**config.mk**
```make
export PLATFORM = sky130hd
export DESIGN_NAME = bmp_header_validator
export DESIGN_NICKNAME = d
export VERILOG_FILES = /design/src/hdl/bhv_pkg.sv /design/src/hdl/bmp_header_validator.sv /design/src/hdl/bhv_input_stage.sv /design/src/hdl/bhv_parser.sv /design/src/hdl/bhv_output_stage.sv
export SDC_FILE = /design/constraint.sdc
export NUM_CORES = 1
export LEC_CHECK = 0
export ABC_CLOCK_PERIOD_IN_PS = 18850
export BUFFER_PORTS_ARGS = -buffer_cell sky130_fd_sc_hd__buf_4
export CORE_AREA = 2 2 191 137
export CTS_CLUSTER_DIAMETER = 50
export DETAILED_ROUTE_END_ITERATION = 10
export DIE_AREA = 0 0 193 139
export PLACE_DENSITY = 0.82
export SYNTH_ARGS = -nofsm -noshare
export SYNTH_HDL_FRONTEND = slang
export SYNTH_SLANG_ARGS = --single-unit
export TNS_END_PERCENT = 20
```
**constraint.sdc**
```tcl
create_clock -name clock -period 18.85 [get_ports clock]
set_input_delay 0.9425 -clock clock [delete_from_list [all_inputs] [get_ports clock]]
set_output_delay 0.9425 -clock clock [all_outputs]
set_load 0.1 [all_outputs]
```
**src/hdl/bhv_pkg.sv**
```systemverilog
`default_nettype none

package bhv_pkg;

   localparam int unsigned ByteWidth   = 8;
   localparam int unsigned PosWidth    = 6;
   localparam int unsigned StatusWidth = 4;
   localparam int unsigned DimWidth    = 31;
   localparam int unsigned BppWidth    = 16;
   localparam int unsigned WordWidth   = 32;
   localparam int unsigned RspDataWidth = 176;

   localparam logic [PosWidth-1:0] PosMagic   = 6'd1;
   localparam logic [PosWidth-1:0] PosSize    = 6'd5;
   localparam logic [PosWidth-1:0] PosOffset  = 6'd13;
   localparam logic [PosWidth-1:0] PosInfo    = 6'd17;
   localparam logic [PosWidth-1:0] PosWidthF  = 6'd21;
   localparam logic [PosWidth-1:0] PosHeight  = 6'd25;
   localparam logic [PosWidth-1:0] PosPlanes  = 6'd27;
   localparam logic [PosWidth-1:0] PosBpp     = 6'd29;
   localparam logic [PosWidth-1:0] PosComp    = 6'd33;
   localparam logic [PosWidth-1:0] PosHres    = 6'd41;
   localparam logic [PosWidth-1:0] PosVres    = 6'd45;
   localparam logic [PosWidth-1:0] PosColors  = 6'd49;
   localparam logic [PosWidth-1:0] PosLast    = 6'd53;

   localparam logic [15:0]          MagicWord = 16'h4D42;
   localparam logic [WordWidth-1:0] InfoSize  = 32'd40;
   localparam logic [15:0]          PlanesOne = 16'd1;

   localparam logic [StatusWidth-1:0] StOk     = 4'd0;
   localparam logic [StatusWidth-1:0] StTrunc  = 4'd1;
   localparam logic [StatusWidth-1:0] StMagic  = 4'd2;
   localparam logic [StatusWidth-1:0] StInfo   = 4'd3;
   localparam logic [StatusWidth-1:0] StWidth  = 4'd4;
   localparam logic [StatusWidth-1:0] StHeight = 4'd5;
   localparam logic [StatusWidth-1:0] StPlanes = 4'd6;
   localparam logic [StatusWidth-1:0] StComp   = 4'd7;
   localparam logic [StatusWidth-1:0] StHres   = 4'd8;
   localparam logic [StatusWidth-1:0] StVres   = 4'd9;

   typedef struct packed {
      logic [ByteWidth-1:0] data_byte;
      logic                 file_end;
   } item_type;

   typedef struct packed {
      logic [StatusWidth-1:0] status;
      logic [WordWidth-1:0]   colors_used;
      logic [WordWidth-1:0]   file_size;
      logic [WordWidth-1:0]   pixel_offset;
      logic [BppWidth-1:0]    bits_per_pixel;
      logic [DimWidth-1:0]    image_height;
      logic [DimWidth-1:0]    image_width;
   } result_type;

   typedef struct packed {
      logic fire;
   } stage_ctrl_type;

   function automatic logic positive32(input logic [WordWidth-1:0] v);
      return (v != '0) && !v[WordWidth-1];
   endfunction

endpackage

`default_nettype wire

```
**src/hdl/bmp_header_validator.sv**
```systemverilog
// Channel   Direction  tdata                                     tuser / tlast
// req_      in         [7:0] data_byte                           tlast = file_end
// rsp_      out        width, height, bpp, offset, size, colors  tuser[3:0] = status
//
// Each byte is registered on input, checked from the input register and its
// result, if any, lands in the output register, which drives rsp_tvalid; one
// byte per cycle is sustained while the rsp_ side does not stall.
// Reset clears the parser state and both valid flags.
// A stalled rsp_ side holds the result; the input side keeps taking bytes
// until the input register is also full, then req_tready drops.
`default_nettype none

module bmp_header_validator (
   input  wire logic                                clock,
   input  wire logic                                reset,
   input  wire logic                                req_tvalid,
   output logic                                     req_tready,
   input  wire logic [bhv_pkg::ByteWidth-1:0]       req_tdata,  // [7:0] data_byte
   input  wire logic                                req_tlast,
   output logic                                     rsp_tvalid,
   input  wire logic                                rsp_tready,
   // [30:0] image_width, [61:31] image_height, [77:62] bits_per_pixel,
   // [109:78] pixel_offset, [141:110] file_size, [173:142] colors_used
   output logic [bhv_pkg::RspDataWidth-1:0]         rsp_tdata,
   output logic [bhv_pkg::StatusWidth-1:0]          rsp_tuser   // [3:0] status
);
   import bhv_pkg::*;

   item_type       req_item;
   item_type       item;
   stage_ctrl_type ctrl;
   logic           take;
   logic           emit;
   result_type     result;
   result_type     rsp_result;

   assign req_item.data_byte = req_tdata;
   assign req_item.file_end  = req_tlast;

   bhv_input_stage u_input (
      .clock      (clock),
      .reset      (reset),
      .req_tvalid (req_tvalid),
      .req_tready (req_tready),
      .req_item   (req_item),
      .take       (take),
      .ctrl       (ctrl),
      .item       (item)
   );

   bhv_parser u_parser (
      .clock  (clock),
      .reset  (reset),
      .ctrl   (ctrl),
      .item   (item),
      .emit   (emit),
      .result (result)
   );

   bhv_output_stage u_output (
      .clock      (clock),
      .reset      (reset),
      .emit       (emit),
      .result     (result),
      .take       (take),
      .rsp_tvalid (rsp_tvalid),
      .rsp_tready (rsp_tready),
      .rsp_result (rsp_result)
   );

   assign rsp_tdata = {2'b00,
                       rsp_result.colors_used,
                       rsp_result.file_size,
                       rsp_result.pixel_offset,
                       rsp_result.bits_per_pixel,
                       rsp_result.image_height,
                       rsp_result.image_width};
   assign rsp_tuser = rsp_result.status;

endmodule

`default_nettype wire

```
**src/hdl/bhv_input_stage.sv**
```systemverilog
`default_nettype none

module bhv_input_stage (
   input  wire logic              clock,
   input  wire logic              reset,
   input  wire logic              req_tvalid,
   output logic                   req_tready,
   input  wire bhv_pkg::item_type req_item,
   input  wire logic              take,
   output bhv_pkg::stage_ctrl_type ctrl,
   output bhv_pkg::item_type      item
);
   import bhv_pkg::*;

   logic     valid_ff;
   logic     valid_in;
   item_type item_ff;

   assign req_tready = !valid_ff || take;
   assign valid_in   = (req_tvalid && req_tready) || (valid_ff && !take);

   always_ff @(posedge clock) begin
      if (reset) begin
         valid_ff <= 1'b0;
      end else begin
         valid_ff <= valid_in;
      end
   end

   always_ff @(posedge clock) begin
      if (req_tvalid && req_tready) begin
         item_ff <= req_item;
      end
   end

   assign ctrl.fire  = valid_ff && take;
   assign item       = item_ff;

endmodule

`default_nettype wire

```
**src/hdl/bhv_parser.sv**
```systemverilog
`default_nettype none

module bhv_parser (
   input  wire logic                   clock,
   input  wire logic                   reset,
   input  wire bhv_pkg::stage_ctrl_type ctrl,
   input  wire bhv_pkg::item_type      item,
   output logic                        emit,
   output bhv_pkg::result_type         result
);
   import bhv_pkg::*;

   logic [PosWidth-1:0]  pos_ff, pos_in;
   logic                 finished_ff, finished_in;
   logic [WordWidth-1:0] shift_ff, shift_in;
   logic [DimWidth-1:0]  width_ff, width_in;
   logic [DimWidth-1:0]  height_ff, height_in;
   logic [BppWidth-1:0]  bpp_ff, bpp_in;
   logic [WordWidth-1:0] offset_ff, offset_in;
   logic [WordWidth-1:0] size_ff, size_in;
   logic [WordWidth-1:0] colors_ff, colors_in;

   logic [WordWidth-1:0]   shift_new;
   logic [15:0]            half;
   logic [StatusWidth-1:0] check_status;
   logic [StatusWidth-1:0] emit_status;
   logic                   ok;

   assign shift_new = {item.data_byte, shift_ff[WordWidth-1:ByteWidth]};
   assign half      = shift_new[WordWidth-1:16];

   always_comb begin
      check_status = StOk;
      unique case (pos_ff)
         PosMagic:  if (half != MagicWord) check_status = StMagic;
         PosInfo:   if (shift_new != InfoSize) check_status = StInfo;
         PosWidthF: if (!positive32(shift_new)) check_status = StWidth;
         PosHeight: if (!positive32(shift_new)) check_status = StHeight;
         PosPlanes: if (half != PlanesOne) check_status = StPlanes;
         PosComp:   if (shift_new != '0) check_status = StComp;
         PosHres:   if (!positive32(shift_new)) check_status = StHres;
         PosVres:   if (!positive32(shift_new)) check_status = StVres;
         default:   check_status = StOk;
      endcase
   end

   always_comb begin
      emit_status = check_status;
      if (check_status == StOk && pos_ff < PosLast && item.file_end) begin
         emit_status = StTrunc;
      end
   end

   assign emit = ctrl.fire && !finished_ff
                 && (check_status != StOk || pos_ff >= PosLast || item.file_end);

   always_comb begin
      pos_in      = pos_ff;
      finished_in = finished_ff;
      shift_in    = shift_ff;
      width_in    = width_ff;
      height_in   = height_ff;
      bpp_in      = bpp_ff;
      offset_in   = offset_ff;
      size_in     = size_ff;
      colors_in   = colors_ff;
      if (ctrl.fire) begin
         if (item.file_end) begin
            pos_in      = '0;
            finished_in = 1'b0;
            shift_in    = '0;
            width_in    = '0;
            height_in   = '0;
            bpp_in      = '0;
            offset_in   = '0;
            size_in     = '0;
            colors_in   = '0;
         end else if (!finished_ff) begin
            shift_in = shift_new;
            unique case (pos_ff)
               PosSize:   size_in = shift_new;
               PosOffset: offset_in = shift_new;
               PosWidthF: width_in = shift_new[DimWidth-1:0];
               PosHeight: height_in = shift_new[DimWidth-1:0];
               PosBpp:    bpp_in = half;
               PosColors: colors_in = shift_new;
               default:   ;
            endcase
            if (emit) begin
               finished_in = 1'b1;
            end else begin
               pos_in = pos_ff + PosWidth'(1);
            end
         end
      end
   end

   always_ff @(posedge clock) begin
      if (reset) begin
         pos_ff      <= '0;
         finished_ff <= 1'b0;
         shift_ff    <= '0;
         width_ff    <= '0;
         height_ff   <= '0;
         bpp_ff      <= '0;
         offset_ff   <= '0;
         size_ff     <= '0;
         colors_ff   <= '0;
      end else begin
         pos_ff      <= pos_in;
         finished_ff <= finished_in;
         shift_ff    <= shift_in;
         width_ff    <= width_in;
         height_ff   <= height_in;
         bpp_ff      <= bpp_in;
         offset_ff   <= offset_in;
         size_ff     <= size_in;
         colors_ff   <= colors_in;
      end
   end

   // The ok result comes only at the final header byte, which captures nothing.
   assign ok = (emit_status == StOk);

   always_comb begin
      result.status         = emit_status;
      result.image_width    = ok ? width_ff  : '0;
      result.image_height   = ok ? height_ff : '0;
      result.bits_per_pixel = ok ? bpp_ff    : '0;
      result.pixel_offset   = ok ? offset_ff : '0;
      result.file_size      = ok ? size_ff   : '0;
      result.colors_used    = ok ? colors_ff : '0;
   end

endmodule

`default_nettype wire

```
**src/hdl/bhv_output_stage.sv**
```systemverilog
`default_nettype none

module bhv_output_stage (
   input  wire logic                clock,
   input  wire logic                reset,
   input  wire logic                emit,
   input  wire bhv_pkg::result_type result,
   output logic                     take,
   output logic                     rsp_tvalid,
   input  wire logic                rsp_tready,
   output bhv_pkg::result_type      rsp_result
);
   import bhv_pkg::*;

   logic       valid_ff;
   logic       valid_in;
   result_type result_ff;

   assign take     = !valid_ff || rsp_tready;
   assign valid_in = emit || (valid_ff && !rsp_tready);

   always_ff @(posedge clock) begin
      if (reset) begin
         valid_ff <= 1'b0;
      end else begin
         valid_ff <= valid_in;
      end
   end

   always_ff @(posedge clock) begin
      if (emit) begin
         result_ff <= result;
      end
   end

   assign rsp_tvalid = valid_ff;
   assign rsp_result = result_ff;

endmodule

`default_nettype wire

```
---- After elaboration in Yosys (flattened, before gate mapping) ----
Cells that the tools add are included.
operators by class
  add/subtract/negate cells ............... 1
  multipliers ............................. 0
  divide/modulo/power cells ............... 0
  $lt $le $gt $ge ......................... 2
  equal/unequal tests ..................... 17
  shifts and indexed selects .............. 0
  mux-type cells .......................... 36
  bitwise gates (word level) .............. 0
  reductions and logical operators ........ 39
operators by type and width
  cell                                                      count
  two-way mux 32 bit                                        11
  two-way mux 31 bit                                        6
  two-way mux 16 bit                                        3
  inequality test 32 x 6 -> 1 bit, second input constant    1
  case mux 4 bit (8 select lines)                           1
  nonzero test 32 bit                                       1
  == test 6 x 5 -> 1 bit, second input constant             5
  == test 6 bit, second input constant                      4
  AND reduction 3 bit                                       7
  two-way mux 6 bit                                         3
  inequality test 16 x 1 -> 1 bit, second input constant    1
  inequality test 16 x 15 -> 1 bit, second input constant   1
  two-way mux 3 bit                                         4
  two-way mux 4 bit                                         3
  nonzero test 2 bit                                        6
  logical AND 1 bit                                         9
  zero test 4 bit                                           2
  adder 6 x 1 -> 6 bit, second input constant               1
  == test 6 x 1 -> 1 bit, second input constant             1
  == test 6 x 3 -> 1 bit, second input constant             1
  == test 6 x 4 -> 1 bit, second input constant             1
  greater-or-equal comparator 6 bit, second input constant  1
  zero test 1 bit                                           6
  logical OR 1 bit                                          6
  6 further kinds                                           10
word-level totals
  flip-flop bits (word level) ............. 402
  bits in latches ......................... 0
  RAM bits ................................ 0
  ROM bits ................................ 0
  output and inout port bits .............. 182
  logic and storage cells ................. 115
  memories ................................ 0

---- Longest topological paths before layout ----
  depth after elaboration ................. 11
  mapped depth ............................ 10
  gate-level depth less buffers ........... 8

---- Modules after synthesis ----
Synthesis repeated with hierarchy kept, for this count alone.
unflattened totals
  cells, all modules ...................... 1305
  area, all modules ....................... 14757.9 sq um
modules (own cells, without submodules)
  module                instances  cells an instance  area each (sq um)  seq. area each (sq um)
  bhv_parser            1          1105               9014.9             4103.9
  bhv_output_stage      1          182                5391.4             5365.1
  bhv_input_stage       1          15                 332.8              290.3
  bmp_header_validator  1          3                  18.8               0.0

---- Worst setup path before layout ----
Ideal clock, no wire load.
  kind .................................... input -> register
  from .................................... input port rsp_tready
  to ...................................... register u_output.result_ff (netlist bit u_output.rsp_result[0]) (enable)
  arrival time ............................ 10268 ps
  required time ........................... 18075 ps
  path slack .............................. 7807 ps
  cell stages on the path ................. 5
  cell sequence ........................... nand2b_1 > nand3_1 > buf_4 > clkbuf_1 > a21oi_1
on the way
  longest elaborated chain between the ends .. 4
ends and longest elaborated chain
  item                  line                        source
  from (decl)           bmp_header_validator.sv:21  input wire logic rsp_tready,
  logical OR 1 bit      bhv_output_stage.sv:19      assign take = !valid_ff || rsp_tready;
  logical AND 1 bit     bhv_input_stage.sv:36       assign ctrl.fire = valid_ff && take;
  logical AND 1 bit     bhv_parser.sv:54            assign emit = ctrl.fire && !finished_ff
  logical AND 1 bit     bhv_parser.sv:55            && (check_status != StOk || pos_ff >= PosLast || item.file_end);
  named net emit        bmp_header_validator.sv:33  logic emit;
  to (signal assigned)  bhv_output_stage.sv:32      result_ff <= result;
  to (decl)             bhv_output_stage.sv:17      result_type result_ff;
The timed path passes the listed nets, and every way through them passes these cells.
A chain may end at the register's enable or synchronous reset.

---- Worst setup path in the final report ----
  from .................................... register u_parser.pos_ff[1]
  to ...................................... register u_output.result_ff (netlist bit u_output.rsp_result[10]) (enable)
on the way
  longest elaborated chain between the ends .. 6
  elaborated cells on any way between the ends .. 14
ends and longest elaborated chain
  item                                         line                        source
  from (decl)                                  bhv_parser.sv:13            logic [PosWidth-1:0] pos_ff, pos_in;
  from (signal assigned)                       bhv_parser.sv:110           pos_ff <= pos_in;
  == test 6 bit, or another cell as far along  bhv_parser.sv:34            unique case (pos_ff)
  case mux 4 bit (8 select lines)              bhv_parser.sv:34
  nonzero test 4 bit                           bhv_parser.sv:55
  logical OR 1 bit * (2 in series)             bhv_parser.sv:55
  logical AND 1 bit *                          bhv_parser.sv:55
  named net emit                               bmp_header_validator.sv:33
Mark *: on every way through the listed nets, which the timed path passes. The rest lies on a longest branch.

==> results.py <==
metrics = {
    "drt": {
        "dr_wl_met2_um": 15500,
        "drt_iter0_drc": 1481,
        "wl_met1_um": 16300,
        "wirelength_um": 36000,
        "drtPass1Iterations": 6,
        "ant_nets": 0,
        "drc": 0,
        "viasPerCell": 5.81,
        "wl_met3_um": 3560,
        "post_drt_wl_per_cell_um": 19.6,
        "highest_layer": "met4",
        "vias": 10600,
    },
    "clocking": {
        "path_clk_slew_ns": 0.07,
        "clk_latency_ns": 0.52,
        "ctsLongestPathBuffers": 3,
        "clkSinkCount": 394,
        "post-cts-setup-buffers": 0,
        "root_buffer": "clkbuf_16",
        "cts_buffers": 37,
        "cts_tree": "built",
        "cts_resized": 0,
        "htree_num_levels": 2,
        "holdBufCountCts": 0,
    },
    "setup_path": {
        "worst-endpoint-arrival_ns": 4.24,
        "r2r-end": "u_output.rsp_result[10]$_SDFFCE_PP0P_",
        "required_ns": 18.99,
        "critical_path.cell_chain": "inv_1 -> ha_1 -> or3b_2 -> a21oi_1 -> o31ai_2 -> o211ai_2 -> nor2_1 -> a21oi_4 -> buf_12",
        "reg2reg_from": "u_parser.pos_ff[1]$_SDFFE_PP0P_",
        "start_kind": "register",
        "reg2reg_depth": 9,
        "crit_type": "register to register",
        "r2r_slack_ns": 14.75,
        "path_buf_inv": 2,
        "end_kind": "register",
        "cpPeakStageDelay_ns": 0.92,
        "critPathMaxFanout": 146,
        "slowest_stage": "a21oi_4",
        "crit_family": "compound AO/OA/AOI/OAI gates",
    },
    "power": {
        "leakagePower_nw": 6.45,
        "vdd_drop_max_v": 0.0000651,
        "powerDensity_mw_per_mm2": 102,
        "power_mw": 1.79,
    },
    "placement": {
        "hpwl_um": 23300,
        "io_buffer_count": 192,
        "gp_congestion": 0.973,
    },
    "min_path": {
        "hp-start": "u_parser.offset_ff[0]$_SDFFE_PP0P_",
        "hold_path_class": "register to register",
        "hold_end": "u_parser.offset_ff[0]$_SDFFE_PP0P_",
        "worstHoldPathCells": 2,
    },
    "sta": {
        "fin_crit_ns": 4.10,
        "relSlewSlack_pct": 19.0,
        "worst_slew_pin_slew_ns": 1.21,
        "final.setup_skew_ns": 0.0156,
        "finalSetupTns_ns": 0,
        "drv_slew": 0,
        "fin_crit_sh_pct": 21.8,
        "hold_viol": 0,
        "fmax_ghz": 0.244,
        "grt_setup_unrepaired": "no",
        "setup_viol": 0,
    },
    "synth": {
        "async_reset_ff_share_pct": 0,
        "netlist.area_leader.share_pct": 38.0,
        "synth_edf_count": 187,
        "synthFlopType": "dfxtp_1",
        "synthTopCellsByArea": "edfxtp_1 38%, dfxtp_1 28%, and2_1 7.6%",
        "syn_inst": 1333,
        "ys_seq_elements": 394,
        "synth.distinct_cells": 56,
        "ys_top_cells_by_count": "207 x dfxtp_1, 187 x edfxtp_1, 180 x and2_1",
        "yosys.area.top_type": "edfxtp_1",
        "yosys.cell_count.top_type": "dfxtp_1",
        "yosysWarnings": 0,
        "avgSynthCellArea_um2": 11.1,
        "seq_area_frac_synth_pct": 66.0,
        "synth_area_mm2": 0.0148,
    },
    "run": {
        "max_cap_violations": 0,
    },
    "floorplan": {
        "row_count": 49,
        "die_area_mm2": 0.0268,
        "die_h_um": 139,
        "dieWidth_um": 193,
        "initial_core_util_pct": 58.9,
        "io_pins": 195,
        "core_mm2": 0.0251,
    },
    "cells_and_area": {
        "antennaDiodeCount": 0,
        "nFillCells": 1804,
        "drive_gt1_share_pct": 18.9,
        "fin_nets": 1490,
        "area_growth_pct": 18.7,
    },
    "global_routing": {
        "grt_max_degree": 147,
        "grt_overflow": 0,
        "grt_use_total_pct": 26.6,
        "grt_pass1_vias": 9900,
        "antenna_found_initial": 0,
        "grt_pass1_wl_um": 55400,
    },
    "run_status": {
        "status": "finished clean",
    },
}
==> layout by cell type, fill, tap and decap left out, drive strengths merged, types with 11 or more instances in the layout <==
cell type    n
dfxtp      207
buf        204
edfxtp     187
and2       181
nand2      130
nor2       123
a21oi      120
nand3       99
a22oi       72
clkbuf      52
nor2b       16
mux2i       15
nor3        13
clkinv      13
inv         11
==> cell families (layout without fill, tap and decap cells) <==
| kind of cell | Yosys count | in the layout | synth area share (%) |
|---|---|---|---|
| flops | 394 | 394 | 66.0 |
| xor+xnor | 2 | 2 | 0.118 |
| other cells | 1 | 2 | 0.0253 |
| buf+inv | 113 | 282 | 3.17 |
| fa+ha+maj | 3 | 3 | 0.254 |
| compound gates | 212 | 212 | 8.88 |
| simple gates | 590 | 590 | 20.3 |
| mux | 18 | 18 | 1.27 |
==> stage by stage <==
stage	util (%)	setup slack [ns]	hold slack [ns]	instances	instance area (µm²)
after detailed placement	65.1	14.89	0.442	1766	16400
after floorplan	-	7.81	0.427	1334	14800
after global placement	65.1	14.99	0.436	1766	16400
final	69.8	14.75	0.447	1834	17600
after global routing	69.8	14.52	0.467	1834	17600
after CTS	69.8	14.87	0.449	1834	17600
==> flip-flops by register name, summed over array words and instances (netlist names), 16 cells and up <==
register / flops
u_output.rsp_result: 178
u_parser.offset_ff: 32
u_parser.width_ff: 31
u_parser.shift_ff: 24
u_parser.colors_ff: 32
u_parser.bpp_ff: 16
u_parser.height_ff: 31
u_parser.size_ff: 32
==> worst min-delay path, cell delays in order, from the launching register on <==
cell and delay (ns):
dfxtp_1 0.30, nand2_1 0.05, a21oi_1 0.05
==> routing by layer <==
layer	GRT usage [%]	vias up
met5	0	-
li1	-	4902
met4	6.50	0
met3	6.25	74
met1	41.6	5143
met2	37.4	529
==> worst max path at each step <==
| stage | from | to | slack, ns | depth (start not counted) |
|---|---|---|---|---|
| after floorplan | rsp_tready | u_output.rsp_result[0]$_SDFFCE_PP0P_ | 7.81 | 5 |
| after global placement | u_parser.pos_ff[1]$_SDFFE_PP0P_ | u_output.rsp_result[1]$_SDFFCE_PP0P_ | 14.99 | 9 |
| after detailed placement | u_parser.pos_ff[1]$_SDFFE_PP0P_ | u_output.rsp_result[1]$_SDFFCE_PP0P_ | 14.89 | 9 |
| after CTS | u_parser.pos_ff[1]$_SDFFE_PP0P_ | u_output.rsp_result[12]$_SDFFCE_PP0P_ | 14.87 | 9 |
| after global routing | u_parser.pos_ff[4]$_SDFFE_PP0P_ | u_output.rsp_result[12]$_SDFFCE_PP0P_ | 14.52 | 7 |
| final | u_parser.pos_ff[1]$_SDFFE_PP0P_ | u_output.rsp_result[10]$_SDFFCE_PP0P_ | 14.75 | 9 |
==> area by class of cell <==
type	instances	area, µm²	area share [%]
Clock buffer	52	1080	6.13
Clock inverter	16	124	0.706
Inverter	10	37.5	0.214
Multi-Input combinational cell	827	4600	26.2
Sequential cell	394	9760	55.6
Tap cell	331	414	2.36
Timing Repair Buffer	204	1550	8.82
==> report_power, final <==
| part | leakage [nW] | switching [mW] | internal [mW] |
|---|---|---|---|
| clock network | 0.591 | 0.312 | 0.417 |
| logic | 2.39 | 0.129 | 0.0224 |
| registers | 3.47 | 0.00653 | 0.908 |
Power figures use the tool's default switching activity.
